[src/rtl/kdeq_pkg.sv]
// Package for the keypad debounce and event queue.
// Holds the sequencer state type, fixed widths and the key character map.
// No dependencies.
`timescale 1ns / 1ps

package kdeq_pkg;

    localparam int MASK_W     = 20;
    localparam int DEB_W      = 4;
    localparam int CODE_W     = 7;
    localparam int DROP_W     = 5;
    localparam int LEVEL_W    = 3;
    localparam int RC_W       = 3;

    localparam logic [DEB_W-1:0]  DEBOUNCE_RESET = 4'd3;
    localparam logic [DROP_W-1:0] DROP_MAX       = 5'd31;

    localparam logic MODE_TICK = 1'b0;
    localparam logic MODE_POP  = 1'b1;

    typedef enum logic [2:0] {
        ST_IDLE,
        ST_TICK,
        ST_WALK,
        ST_POP,
        ST_DONE
    } state_t;

    // Fixed 5x4 legend; anything outside it maps to zero.
    function automatic logic [CODE_W-1:0] char_map(
        input logic [RC_W-1:0] row,
        input logic [RC_W-1:0] col
    );
        logic [CODE_W-1:0] ch;
        ch = '0;
        case ({row, col})
            {3'd0, 3'd0}: ch = 7'h41; // A
            {3'd0, 3'd1}: ch = 7'h46; // F
            {3'd0, 3'd2}: ch = 7'h47; // G
            {3'd0, 3'd3}: ch = 7'h48; // H
            {3'd1, 3'd0}: ch = 7'h42; // B
            {3'd1, 3'd1}: ch = 7'h31; // 1
            {3'd1, 3'd2}: ch = 7'h32; // 2
            {3'd1, 3'd3}: ch = 7'h33; // 3
            {3'd2, 3'd0}: ch = 7'h43; // C
            {3'd2, 3'd1}: ch = 7'h34; // 4
            {3'd2, 3'd2}: ch = 7'h35; // 5
            {3'd2, 3'd3}: ch = 7'h36; // 6
            {3'd3, 3'd0}: ch = 7'h44; // D
            {3'd3, 3'd1}: ch = 7'h37; // 7
            {3'd3, 3'd2}: ch = 7'h38; // 8
            {3'd3, 3'd3}: ch = 7'h39; // 9
            {3'd4, 3'd0}: ch = 7'h45; // E
            {3'd4, 3'd1}: ch = 7'h2E; // .
            {3'd4, 3'd2}: ch = 7'h30; // 0
            {3'd4, 3'd3}: ch = 7'h4B; // K
            default:      ch = '0;
        endcase
        return ch;
    endfunction

endpackage

[src/rtl/keypad_debounce_event_queue_top.sv]
// Keypad debounce and event queue, top level.
// Sequencer, debounce registers, changed-key walker and event ring memory.
// Depends on kdeq_pkg.
`timescale 1ns / 1ps

// One transaction in gives one transaction out. A scan tick also walks each
// key position up to and including the highest changed key when the
// debounced mask moves. The walk is set by the single push port of the
// event ring: one key is examined and at most one event written per cycle.
// The input is stalled from acceptance until the result is loaded into the
// output register, which waits further only while the output side stalls.
// The ring holds QUEUE_DEPTH-1 events; events pushed into a full ring are
// dropped and counted in events_dropped for that tick. The debounce
// threshold deb_reg resets to 3.
module keypad_debounce_event_queue_top
    import kdeq_pkg::*;
#(
    parameter int ROWS        = 5,
    parameter int COLS        = 4,
    parameter int QUEUE_DEPTH = 8
) (
    input  logic                 clk,
    input  logic                 rst_n,

    input  logic                 cfg_we,
    input  logic [DEB_W-1:0]     cfg_wdata,

    input  logic                 in_valid,
    output logic                 in_stall,
    input  logic                 mode,
    input  logic [MASK_W-1:0]    scan_mask,

    output logic                 out_valid,
    input  logic                 out_stall,
    output logic                 event_valid,
    output logic [CODE_W-1:0]    key_code,
    output logic                 key_pressed,
    output logic [DROP_W-1:0]    events_dropped,
    output logic [LEVEL_W-1:0]   queue_level
);

    localparam int KEYS  = (ROWS * COLS < MASK_W) ? ROWS * COLS : MASK_W;
    localparam int PW    = $clog2(QUEUE_DEPTH);
    localparam int LVW   = (PW + 1 > LEVEL_W) ? PW + 1 : LEVEL_W;

    state_t                state_reg, state_next;
    logic                  mode_reg, mode_next;
    logic [KEYS-1:0]       raw_reg, raw_next;
    logic [KEYS-1:0]       cand_reg, cand_next;
    logic [DEB_W-1:0]      count_reg, count_next;
    logic [KEYS-1:0]       stable_reg, stable_next;
    logic [KEYS-1:0]       walk_reg, walk_next;
    logic [KEYS-1:0]       press_reg, press_next;
    logic [RC_W-1:0]       row_reg, row_next;
    logic [RC_W-1:0]       col_reg, col_next;
    logic [PW-1:0]         head_reg, head_next;
    logic [PW-1:0]         tail_reg, tail_next;
    logic [DROP_W-1:0]     drop_reg, drop_next;
    logic                  hit_reg, hit_next;
    logic [DEB_W-1:0]      deb_reg;

    logic                  out_valid_reg, out_valid_next;
    logic                  ev_valid_reg, ev_valid_next;
    logic [CODE_W-1:0]     code_reg, code_next;
    logic                  pressed_reg, pressed_next;
    logic [DROP_W-1:0]     dropped_reg, dropped_next;
    logic [LEVEL_W-1:0]    level_reg, level_next;

    // Event ring storage
    logic [CODE_W-1:0]     queue_keys [QUEUE_DEPTH];
    logic                  queue_flags [QUEUE_DEPTH];
    logic [CODE_W-1:0]     rd_code_reg;
    logic                  rd_flag_reg;

    logic                  push_we;
    logic [CODE_W-1:0]     push_code;
    logic                  push_flag;
    logic                  rd_en;

    logic [PW-1:0]         head_inc;
    logic [PW-1:0]         tail_inc;
    logic [DEB_W-1:0]      count_bump;
    logic [PW:0]           level_raw;
    logic [LVW-1:0]        level_ext;
    logic                  accept_in;
    logic                  out_free;

    assign accept_in = in_valid && (state_reg == ST_IDLE);
    assign out_free  = !out_valid_reg || !out_stall;
    assign in_stall  = (state_reg != ST_IDLE);

    assign head_inc = (head_reg == PW'(QUEUE_DEPTH - 1)) ? '0 : head_reg + 1'b1;
    assign tail_inc = (tail_reg == PW'(QUEUE_DEPTH - 1)) ? '0 : tail_reg + 1'b1;

    assign level_raw = (head_reg >= tail_reg)
        ? (PW + 1)'({1'b0, head_reg} - {1'b0, tail_reg})
        : (PW + 1)'({1'b0, head_reg} + (PW + 1)'(QUEUE_DEPTH) - {1'b0, tail_reg});
    assign level_ext = LVW'(level_raw);

    assign count_bump = (count_reg < deb_reg) ? count_reg + 1'b1 : count_reg;

    assign push_code = char_map(row_reg, col_reg);
    assign push_flag = press_reg[0];

    always_comb
    begin
        state_next     = state_reg;
        mode_next      = mode_reg;
        raw_next       = raw_reg;
        cand_next      = cand_reg;
        count_next     = count_reg;
        stable_next    = stable_reg;
        walk_next      = walk_reg;
        press_next     = press_reg;
        row_next       = row_reg;
        col_next       = col_reg;
        head_next      = head_reg;
        tail_next      = tail_reg;
        drop_next      = drop_reg;
        hit_next       = hit_reg;
        push_we        = 1'b0;
        rd_en          = 1'b0;
        out_valid_next = out_valid_reg && out_stall;
        ev_valid_next  = ev_valid_reg;
        code_next      = code_reg;
        pressed_next   = pressed_reg;
        dropped_next   = dropped_reg;
        level_next     = level_reg;

        unique case (state_reg)
            ST_IDLE:
            begin
                if (accept_in)
                begin
                    mode_next  = mode;
                    raw_next   = scan_mask[KEYS-1:0];
                    drop_next  = '0;
                    hit_next   = 1'b0;
                    state_next = (mode == MODE_POP) ? ST_POP : ST_TICK;
                end
            end

            ST_TICK:
            begin
                state_next = ST_DONE;
                if (raw_reg != cand_reg)
                begin
                    cand_next  = raw_reg;
                    count_next = DEB_W'(1);
                end
                else
                begin
                    count_next = count_bump;
                    if (count_bump >= deb_reg && stable_reg != cand_reg)
                    begin
                        walk_next   = stable_reg ^ cand_reg;
                        press_next  = cand_reg;
                        stable_next = cand_reg;
                        row_next    = '0;
                        col_next    = '0;
                        state_next  = ST_WALK;
                    end
                end
            end

            // One key position per cycle, lowest index first.
            ST_WALK:
            begin
                if (walk_reg[0])
                begin
                    if (head_inc == tail_reg)
                    begin
                        if (drop_reg != DROP_MAX)
                            drop_next = drop_reg + 1'b1;
                    end
                    else
                    begin
                        push_we   = 1'b1;
                        head_next = head_inc;
                    end
                end
                walk_next  = walk_reg >> 1;
                press_next = press_reg >> 1;
                if (col_reg == RC_W'(COLS - 1))
                begin
                    col_next = '0;
                    row_next = row_reg + 1'b1;
                end
                else
                begin
                    col_next = col_reg + 1'b1;
                end
                if ((walk_reg >> 1) == '0)
                    state_next = ST_DONE;
            end

            ST_POP:
            begin
                if (head_reg != tail_reg)
                begin
                    rd_en     = 1'b1;
                    hit_next  = 1'b1;
                    tail_next = tail_inc;
                end
                state_next = ST_DONE;
            end

            ST_DONE:
            begin
                if (out_free)
                begin
                    out_valid_next = 1'b1;
                    ev_valid_next  = hit_reg;
                    code_next      = hit_reg ? rd_code_reg : '0;
                    pressed_next   = hit_reg && rd_flag_reg;
                    dropped_next   = drop_reg;
                    level_next     = level_ext[LEVEL_W-1:0];
                    state_next     = ST_IDLE;
                end
            end

            default:
            begin
                state_next = ST_IDLE;
            end
        endcase
    end

    always_ff @(posedge clk or negedge rst_n)
    begin
        if (!rst_n)
        begin
            state_reg     <= ST_IDLE;
            cand_reg      <= '0;
            count_reg     <= '0;
            stable_reg    <= '0;
            head_reg      <= '0;
            tail_reg      <= '0;
            out_valid_reg <= 1'b0;
            deb_reg       <= DEBOUNCE_RESET;
        end
        else
        begin
            state_reg     <= state_next;
            cand_reg      <= cand_next;
            count_reg     <= count_next;
            stable_reg    <= stable_next;
            head_reg      <= head_next;
            tail_reg      <= tail_next;
            out_valid_reg <= out_valid_next;
            if (cfg_we)
                deb_reg <= cfg_wdata;
        end
    end

    always_ff @(posedge clk)
    begin
        mode_reg     <= mode_next;
        raw_reg      <= raw_next;
        walk_reg     <= walk_next;
        press_reg    <= press_next;
        row_reg      <= row_next;
        col_reg      <= col_next;
        drop_reg     <= drop_next;
        hit_reg      <= hit_next;
        ev_valid_reg <= ev_valid_next;
        code_reg     <= code_next;
        pressed_reg  <= pressed_next;
        dropped_reg  <= dropped_next;
        level_reg    <= level_next;
    end

    always_ff @(posedge clk)
    begin
        if (push_we)
        begin
            queue_keys[head_reg]  <= push_code;
            queue_flags[head_reg] <= push_flag;
        end
        if (rd_en)
        begin
            rd_code_reg <= queue_keys[tail_reg];
            rd_flag_reg <= queue_flags[tail_reg];
        end
    end

    assign out_valid      = out_valid_reg;
    assign event_valid    = ev_valid_reg;
    assign key_code       = code_reg;
    assign key_pressed    = pressed_reg;
    assign events_dropped = dropped_reg;
    assign queue_level    = level_reg;

    // The sequencer holds off new transactions once one is taken.
    a_busy_after_accept: assert property (@(posedge clk) disable iff (!rst_n)
        accept_in |=> in_stall)
        else $error("input not stalled after accept");

    // A push never lands on the oldest entry.
    a_no_overrun: assert property (@(posedge clk) disable iff (!rst_n)
        push_we |-> (head_inc != tail_reg))
        else $error("event ring overrun");

    // The key walk only runs for a scan tick.
    a_walk_is_tick: assert property (@(posedge clk) disable iff (!rst_n)
        (state_reg == ST_WALK) |-> (mode_reg == MODE_TICK))
        else $error("key walk on a pop");

    // A popped event never reports drops.
    a_pop_no_drops: assert property (@(posedge clk) disable iff (!rst_n)
        (out_valid && event_valid) |-> (events_dropped == '0))
        else $error("drops reported on a pop");

endmodule
[config.mk]
export PLATFORM = sky130hd
export DESIGN_NAME = keypad_debounce_event_queue_top
export DESIGN_NICKNAME = d
export VERILOG_FILES = /design/src/rtl/kdeq_pkg.sv /design/src/rtl/keypad_debounce_event_queue_top.sv
export SDC_FILE = /design/constraint.sdc
export NUM_CORES = 1
export LEC_CHECK = 0
export ABC_AREA = 0
export BUFFER_PORTS_ARGS = -buffer_cell sky130_fd_sc_hd__buf_2
export CORE_MARGIN = 2
export CORE_UTILIZATION = 45
export DETAILED_ROUTE_END_ITERATION = 7
export GPL_TIMING_DRIVEN = 0
export PLACE_DENSITY_LB_ADDON = 0.05
export SETUP_SLACK_MARGIN = 0.15
export SYNTH_ARGS = -nofsm -noshare
export SYNTH_HDL_FRONTEND = slang
export SYNTH_SLANG_ARGS = --single-unit
export TNS_END_PERCENT = 20
[constraint.sdc]
create_clock -name clk -period 8 [get_ports clk]
set_input_delay 1.2 -clock clk [delete_from_list [all_inputs] [get_ports clk]]
set_output_delay 1.2 -clock clk [all_outputs]
set_load 0.03 [all_outputs]
==> flow_summary.json, run 1 <==
{
  "status": "finished, final reports clean",
  "cp-end-kind": "flip-flop",
  "cts-hold-fix-buffers": 0,
  "rsz0062_at_grt": "no",
  "io_pins": 49,
  "die_area_um2": 22500,
  "crit_type": "reg2reg",
  "grtUsageTotal_pct": 17.2,
  "wl_mm": 18.6,
  "cts_setup_buffers": 0,
  "gp_congestion": 0.790,
  "vias": 5426,
  "power_density_nw_per_um2": 351,
  "portBuffers": 48,
  "setup-tns-final_ns": 0,
  "hold_path_class": "reg2reg",
  "p_clk_share_pct": 28.4,
  "power.leakage_nw": 4.23,
  "slew_viol_final": 0,
  "cts_inserted_buffers": 24,
  "synth_top_cell_area_share_pct": 50.5,
  "slew_headroom_pct": 25.6,
  "crit_arrival_ns": 4.60,
  "finalCriticalPeriod_ns": 4.39,
  "internal_power_mw": 2.65,
  "core_area_um2": 21000,
  "crit_path_cell_trace": "inv_1, ha_1, a21oi_1, o21ai_0, mux2_2, ha_1, a2111oi_0, nor3_1, nor4b_1, nand2_1, nand2_2, buf_12",
  "crit_path_max_fanout": 27,
  "drtIter0Drc": 282,
  "synth_edf_count": 161,
  "synth_area_leaders": "edfxtp_1 50%, dfrtp_1 15%, mux4_2 3.8%, xnor2_1 3.7%, mux2_2 3.4%",
  "synth_ff_type": "edfxtp_1",
  "largest_register_ffs": 56,
  "seq_area_frac_synth_pct": 65.6,
  "detail_route.wl_per_cell_um": 17.9,
  "cpPeakStageDelay_ns": 0.60,
  "antenna_found_initial": 1,
  "first_pass_iters": 5,
  "hpwl_mm": 12.9,
  "mostFrequentLayoutCell": "edfxtp_1",
  "diodes": 0,
  "die_x_um": 150,
  "avgViaCountPerCell": 5.23,
  "grt_pass1_vias": 5532,
  "path_buf_inv": 2,
  "start_util_pct": 45.7,
  "finClkSkew_ns": 0.00918,
  "switching_share_pct": 31.4,
  "syn_area_um2": 9580,
  "cp.required_ns": 8.21,
  "max_freq_mhz": 228,
  "clk_latency_ns": 0.51,
  "p_seq_share_pct": 44.6,
  "synth_top_area_cell": "edfxtp_1",
  "p_total_mw": 3.86,
  "worstMarginPinSlew_ns": 1.12,
  "grt_overflow": 0,
  "grt_pass1_wl_mm": 29.6,
  "finish.utilization_pct": 52.6,
  "ys_seq_elements": 219,
  "yosysUniqueCellTypes": 52,
  "yosysWarnings": 0,
  "synth_nets": 721,
  "hold_violations": 0,
  "regMostFlops": "queue_keys",
  "finalCritPeriodShare_pct": 54.9,
  "cp_top_family": "simple AND/OR/NAND/NOR gates",
  "power_frac_comb_pct": 26.9,
  "area_growth_pct": 15.0,
  "ctsResizeCount": 0,
  "cts_max_level": 1,
  "crit_top_cell": "ha_1",
  "clockBufferDepth": 3,
  "maxCapViolations": 0,
  "async_flop_share_pct": 26.5,
  "rows": 53,
  "clock-sinks": 219,
  "final_antenna_net_count": 0,
  "cts_tree": "built",
  "cp-start-kind": "flip-flop",
  "clk_pin_slew_ns": 0.06,
  "ir_drop_mv": 0.191,
  "p_sw_mw": 1.21,
  "layout_common_cells": "161 x edfxtp_1, 80 x nand2_1, 56 x dfrtp_1, 50 x buf_2, 47 x nor2_1",
  "grt_max_degree": 59,
  "synth_cells": 666,
  "slowest_stage": "nor3_1",
  "drive_gt1_share_pct": 23.4,
  "cts_root_buffer": "clkbuf_16",
  "die_h_um": 150,
  "avgSynthCellArea_um2": 14.4,
  "drc_errors": 0,
  "finalSetupViolCount": 0,
  "final_nets": 799
}
-- synth_stat cells (all sizes together), types with 2 or more instances --
library cell	number
dfstp	2
mux2	49
clkbuf	18
a22o	3
nor4	5
or2	2
edfxtp	161
inv	19
nand3	8
nor2b	2
nand4	10
dfrtp	56
mux4	16
and3	3
nand2	81
a21oi	30
xnor2	41
xor2	8
or3b	2
ha	24
nand2b	4
nor2	47
nor3	15
nor3b	4
and2	14
buf	8
a31oi	3
o21ai	14
-- worst paths after layout --
| check | slack, ns | from | to | depth (start not counted) |
|---|---|---|---|---|
| min in group asynchronous | 0.77 | rst_n | stable_reg[15]$_DFFE_PN0P_ | 1 |
| max | 3.61 | deb_reg[1]$_DFFE_PN1P_ | walk_reg[15]$_DFFE_PP_ | 12 |
| min reg2reg | 0.48 | drop_reg[4]$_SDFFCE_PN0P_ | events_dropped[4]$_DFFE_PP_ | 0 |
| max reg2reg | 3.61 | deb_reg[1]$_DFFE_PN1P_ | walk_reg[15]$_DFFE_PP_ | 12 |
| max in group asynchronous | 6.69 | rst_n | deb_reg[3]$_DFFE_PN0P_ | 1 |
| min | 0.48 | drop_reg[4]$_SDFFCE_PN0P_ | events_dropped[4]$_DFFE_PP_ | 0 |
-- layer usage --
| metal | vias to the layer above | global-route usage (%) | routed length (µm) |
|---|---|---|---|
| met5 | - | 0 | 11 |
| met4 | 2 | 4.95 | 398 |
| met3 | 33 | 2.87 | 1030 |
| met1 | 2658 | 24.4 | 8590 |
| li1 | 2582 | - | - |
| met2 | 151 | 27.3 | 8570 |
-- power groups by stage --
stage	combinational [mW]	clock, mW	sequential (mW)
floorplan	0.717	0	1.75
global placement	1.01	0	1.74
detailed placement	1.05	0	1.75
CTS	1.05	1.13	1.73
global route	1.16	1.18	1.75
finish	1.04	1.10	1.73
-- per-stage QoR --
step / setup WS [ns] / cells / area, µm² / hold WS [ns]
6_report: 3.61 / 1037 / 11000 / 0.479
5_1_grt: 3.33 / 1037 / 11000 / 0.509
4_1_cts: 3.59 / 1037 / 11000 / 0.483
3_5_place_dp: 3.63 / 993 / 10200 / 0.464
3_3_place_gp: 2.84 / 989 / 10200 / 0.451
2_1_floorplan: 4.10 / 666 / 9580 / 0.433
-- worst register-to-register path, stage by stage, from the launching register on --
cell       delay [ns]
dfstp_2          0.51
inv_1            0.06
ha_1             0.28
a21oi_1          0.05
o21ai_0          0.45
mux2_2           0.42
ha_1             0.28
a2111oi_0        0.09
nor3_1           0.60
nor4b_1          0.35
nand2_1          0.28
nand2_2          0.45
buf_12           0.26
-- final cells by class --
cell class,count,area [µm²]
flip-flops and latches,219,6290
fillers,1751,9930
clock buffers,33,656
repair buffers,52,285
plain buffers,27,174
multi-input cells,401,3070
well taps,275,344
inverters,19,71.3
clock inverters,11,133
-- cells by family (layout without fill, tap and decap cells) --
| logic type | Yosys count | count (layout) | share of synthesized area, % |
|---|---|---|---|
| DFF | 219 | 219 | 65.6 |
| muxes | 66 | 66 | 10.4 |
| buffers and inverters | 46 | 142 | 2.56 |
| adders and majority gates | 25 | 25 | 3.34 |
| AOI/OAI and AO/OA | 59 | 59 | 3.58 |
| xor gates and xnor gates | 49 | 49 | 4.48 |
| and+or+nand+nor | 202 | 202 | 9.99 |
No activity file was read; power rests on OpenSTA's default activity.
==> inputs of run 2 (changes only) <==
- clock period: 8 -> 3.5 ns (I/O delays scaled with it)
==> flow_summary.json, run 2 (synthesis results as in run 1) <==
{
  "status": "finished, final reports clean",
  "finalCritPeriodShare_pct": 93.3,
  "cp.required_ns": 3.90,
  "grt_use_met1_pct": 25.6,
  "first_pass_iters": 5,
  "setup-tns-final_ns": 0,
  "wl_mm": 19.0,
  "io_pins": 49,
  "p_sw_mw": 2.86,
  "rsz0062_at_grt": "no",
  "switching_share_pct": 31.7,
  "area_growth_pct": 16.8,
  "antenna_found_initial": 0,
  "power_density_nw_per_um2": 808,
  "clockBufferDepth": 3,
  "finish.utilization_pct": 53.4,
  "portBuffers": 48,
  "worstMarginPinSlew_ns": 1.10,
  "drc_errors": 0,
  "p_seq_share_pct": 43.6,
  "clock-sinks": 219,
  "drtIter0Drc": 316,
  "die_x_um": 150,
  "grt_max_degree": 59,
  "grt_busiest_layer": "met2",
  "clk_pin_slew_ns": 0.06,
  "regMostFlops": "queue_keys",
  "layout_common_cells": "161 x edfxtp_1, 79 x nand2_1, 56 x dfrtp_1, 50 x buf_2, 47 x nor2_1",
  "final_cells": 1043,
  "cts_max_level": 1,
  "power.leakage_nw": 4.30,
  "clk_latency_ns": 0.52,
  "final_antenna_net_count": 0,
  "finalSetupViolCount": 0,
  "cp-start-kind": "flip-flop",
  "dpl_cell_area_um2": 10200,
  "slew_viol_final": 0,
  "vias": 5392,
  "cp-end-kind": "flip-flop",
  "crit_type": "reg2reg",
  "power_frac_comb_pct": 26.7,
  "largest_register_ffs": 56,
  "core_area_um2": 21000,
  "placedCellCount": 993,
  "crit_arrival_ns": 3.66,
  "grt_util_met3_pct": 2.93,
  "finClkSkew_ns": 0.0187,
  "ir_drop_mv": 0.412,
  "hold_path_class": "in2async",
  "use_met2_pct": 28.0,
  "diodes": 0,
  "cts-hold-fix-buffers": 0,
  "internal_power_mw": 6.17,
  "finalCriticalPeriod_ns": 3.27,
  "detail_route.wl_per_cell_um": 18.3,
  "hold_violations": 0,
  "cts_tree": "built",
  "final_nets": 804,
  "grt_overflow": 0,
  "grt_pass1_wl_mm": 30.5,
  "slew_headroom_pct": 26.5,
  "die_area_um2": 22500,
  "rows": 53,
  "maxCapViolations": 0,
  "max_freq_mhz": 306,
  "cts_root_buffer": "clkbuf_16",
  "mostFrequentLayoutCell": "edfxtp_1",
  "avgViaCountPerCell": 5.17,
  "crit_path_max_fanout": 10,
  "stdcell_area_um2": 11200,
  "start_util_pct": 45.7,
  "gp_congestion": 0.833,
  "r2r.worst_path.cells": 12,
  "p_total_mw": 9.04,
  "grtUsageTotal_pct": 17.6,
  "grt_pass1_vias": 5497,
  "drive_gt1_share_pct": 24.6,
  "hpwl_mm": 12.9,
  "cts_inserted_buffers": 25,
  "die_h_um": 150,
  "p_clk_share_pct": 29.7
}
==> run 2: cell types whose count changed in the layout (fill, tap and decap cells not counted), moves of 2 or more <==
cell,before,now
clkinv_2,6,2
buf_4,6,8
clkinvlp_4,0,2
nand2_8,0,2
nor3_2,2,0
==> run 2: area by class of cell <==
cell class,instances,area [µm²]
clock buffers,33,666
plain buffers,27,174
clock inverters,13,179
flip-flops and latches,219,6290
fillers,1785,9770
repair buffers,54,300
inverters,19,71.3
multi-input cells,403,3170
well taps,275,344
==> run 2: repair_timing <==
action | 4_1_cts | 5_1_grt
gates cloned | 1 | 1
endpoints found under the setup margin | 67 | 66
hold endpoints to repair | 0 | 0
gates resized for setup | 8 | 5
setup buffers | 2 | 0
pin swaps | 2 | 2
==> run 2: stage by stage <==
| step | hold slack (ns) | setup WS, ns |
|---|---|---|
| 4_1_cts | 0.119 | 0.188 |
| 5_1_grt | 0.138 | 0.102 |
| 3_3_place_gp | 0.451 | -0.789 |
| 2_1_floorplan | 0.229 | 0.194 |
| 6_report | 0.0816 | 0.234 |
| 3_5_place_dp | 0.463 | -0.805 |
==> run 2: routing by layer <==
metal	vias up	wire [µm]
li1	2597	-
met1	2642	8940
met2	124	8910
met3	29	838
met4	0	365
met5	-	0
==> run 2: power by group through the flow <==
stage                     registers (mW)  logic (mW)  clock network, mW
after floorplan                     3.99        1.64                  0
after global placement              3.97        2.31                  0
after detailed placement            4.00        2.37                  0
after CTS                           3.95        2.41               2.74
after global routing                4.02        2.70               2.84
final                               3.94        2.41               2.68
==> run 2: worst max-delay path: stages (launching register included) <==
cell and delay, ns:
dfstp_2 0.52, inv_1 0.06, ha_1 0.27, a21oi_1 0.07
o21ai_2 0.25, mux2_2 0.39, ha_1 0.33, a2111oi_4 0.37
nor3_4 0.10, buf_4 0.17, and3_4 0.17, buf_12 0.15
mux2_4 0.29
==> run 2: final timing paths <==
path                                                 from                           to  slack (ns)
max in group asynchronous                           rst_n     count_reg[1]$_DFFE_PN0P_        2.87
worst max-delay path               deb_reg[1]$_DFFE_PN1P_    stable_reg[6]$_DFFE_PN0P_        0.23
worst min-delay path                                rst_n   stable_reg[14]$_DFFE_PN0P_        0.08
worst min register to register  drop_reg[4]$_SDFFCE_PN0P_  events_dropped[4]$_DFFE_PP_        0.47
min in group clk                            scan_mask[16]        raw_reg[16]$_DFFE_PP_        0.17
worst max register to register     deb_reg[1]$_DFFE_PN1P_    stable_reg[6]$_DFFE_PN0P_        0.23
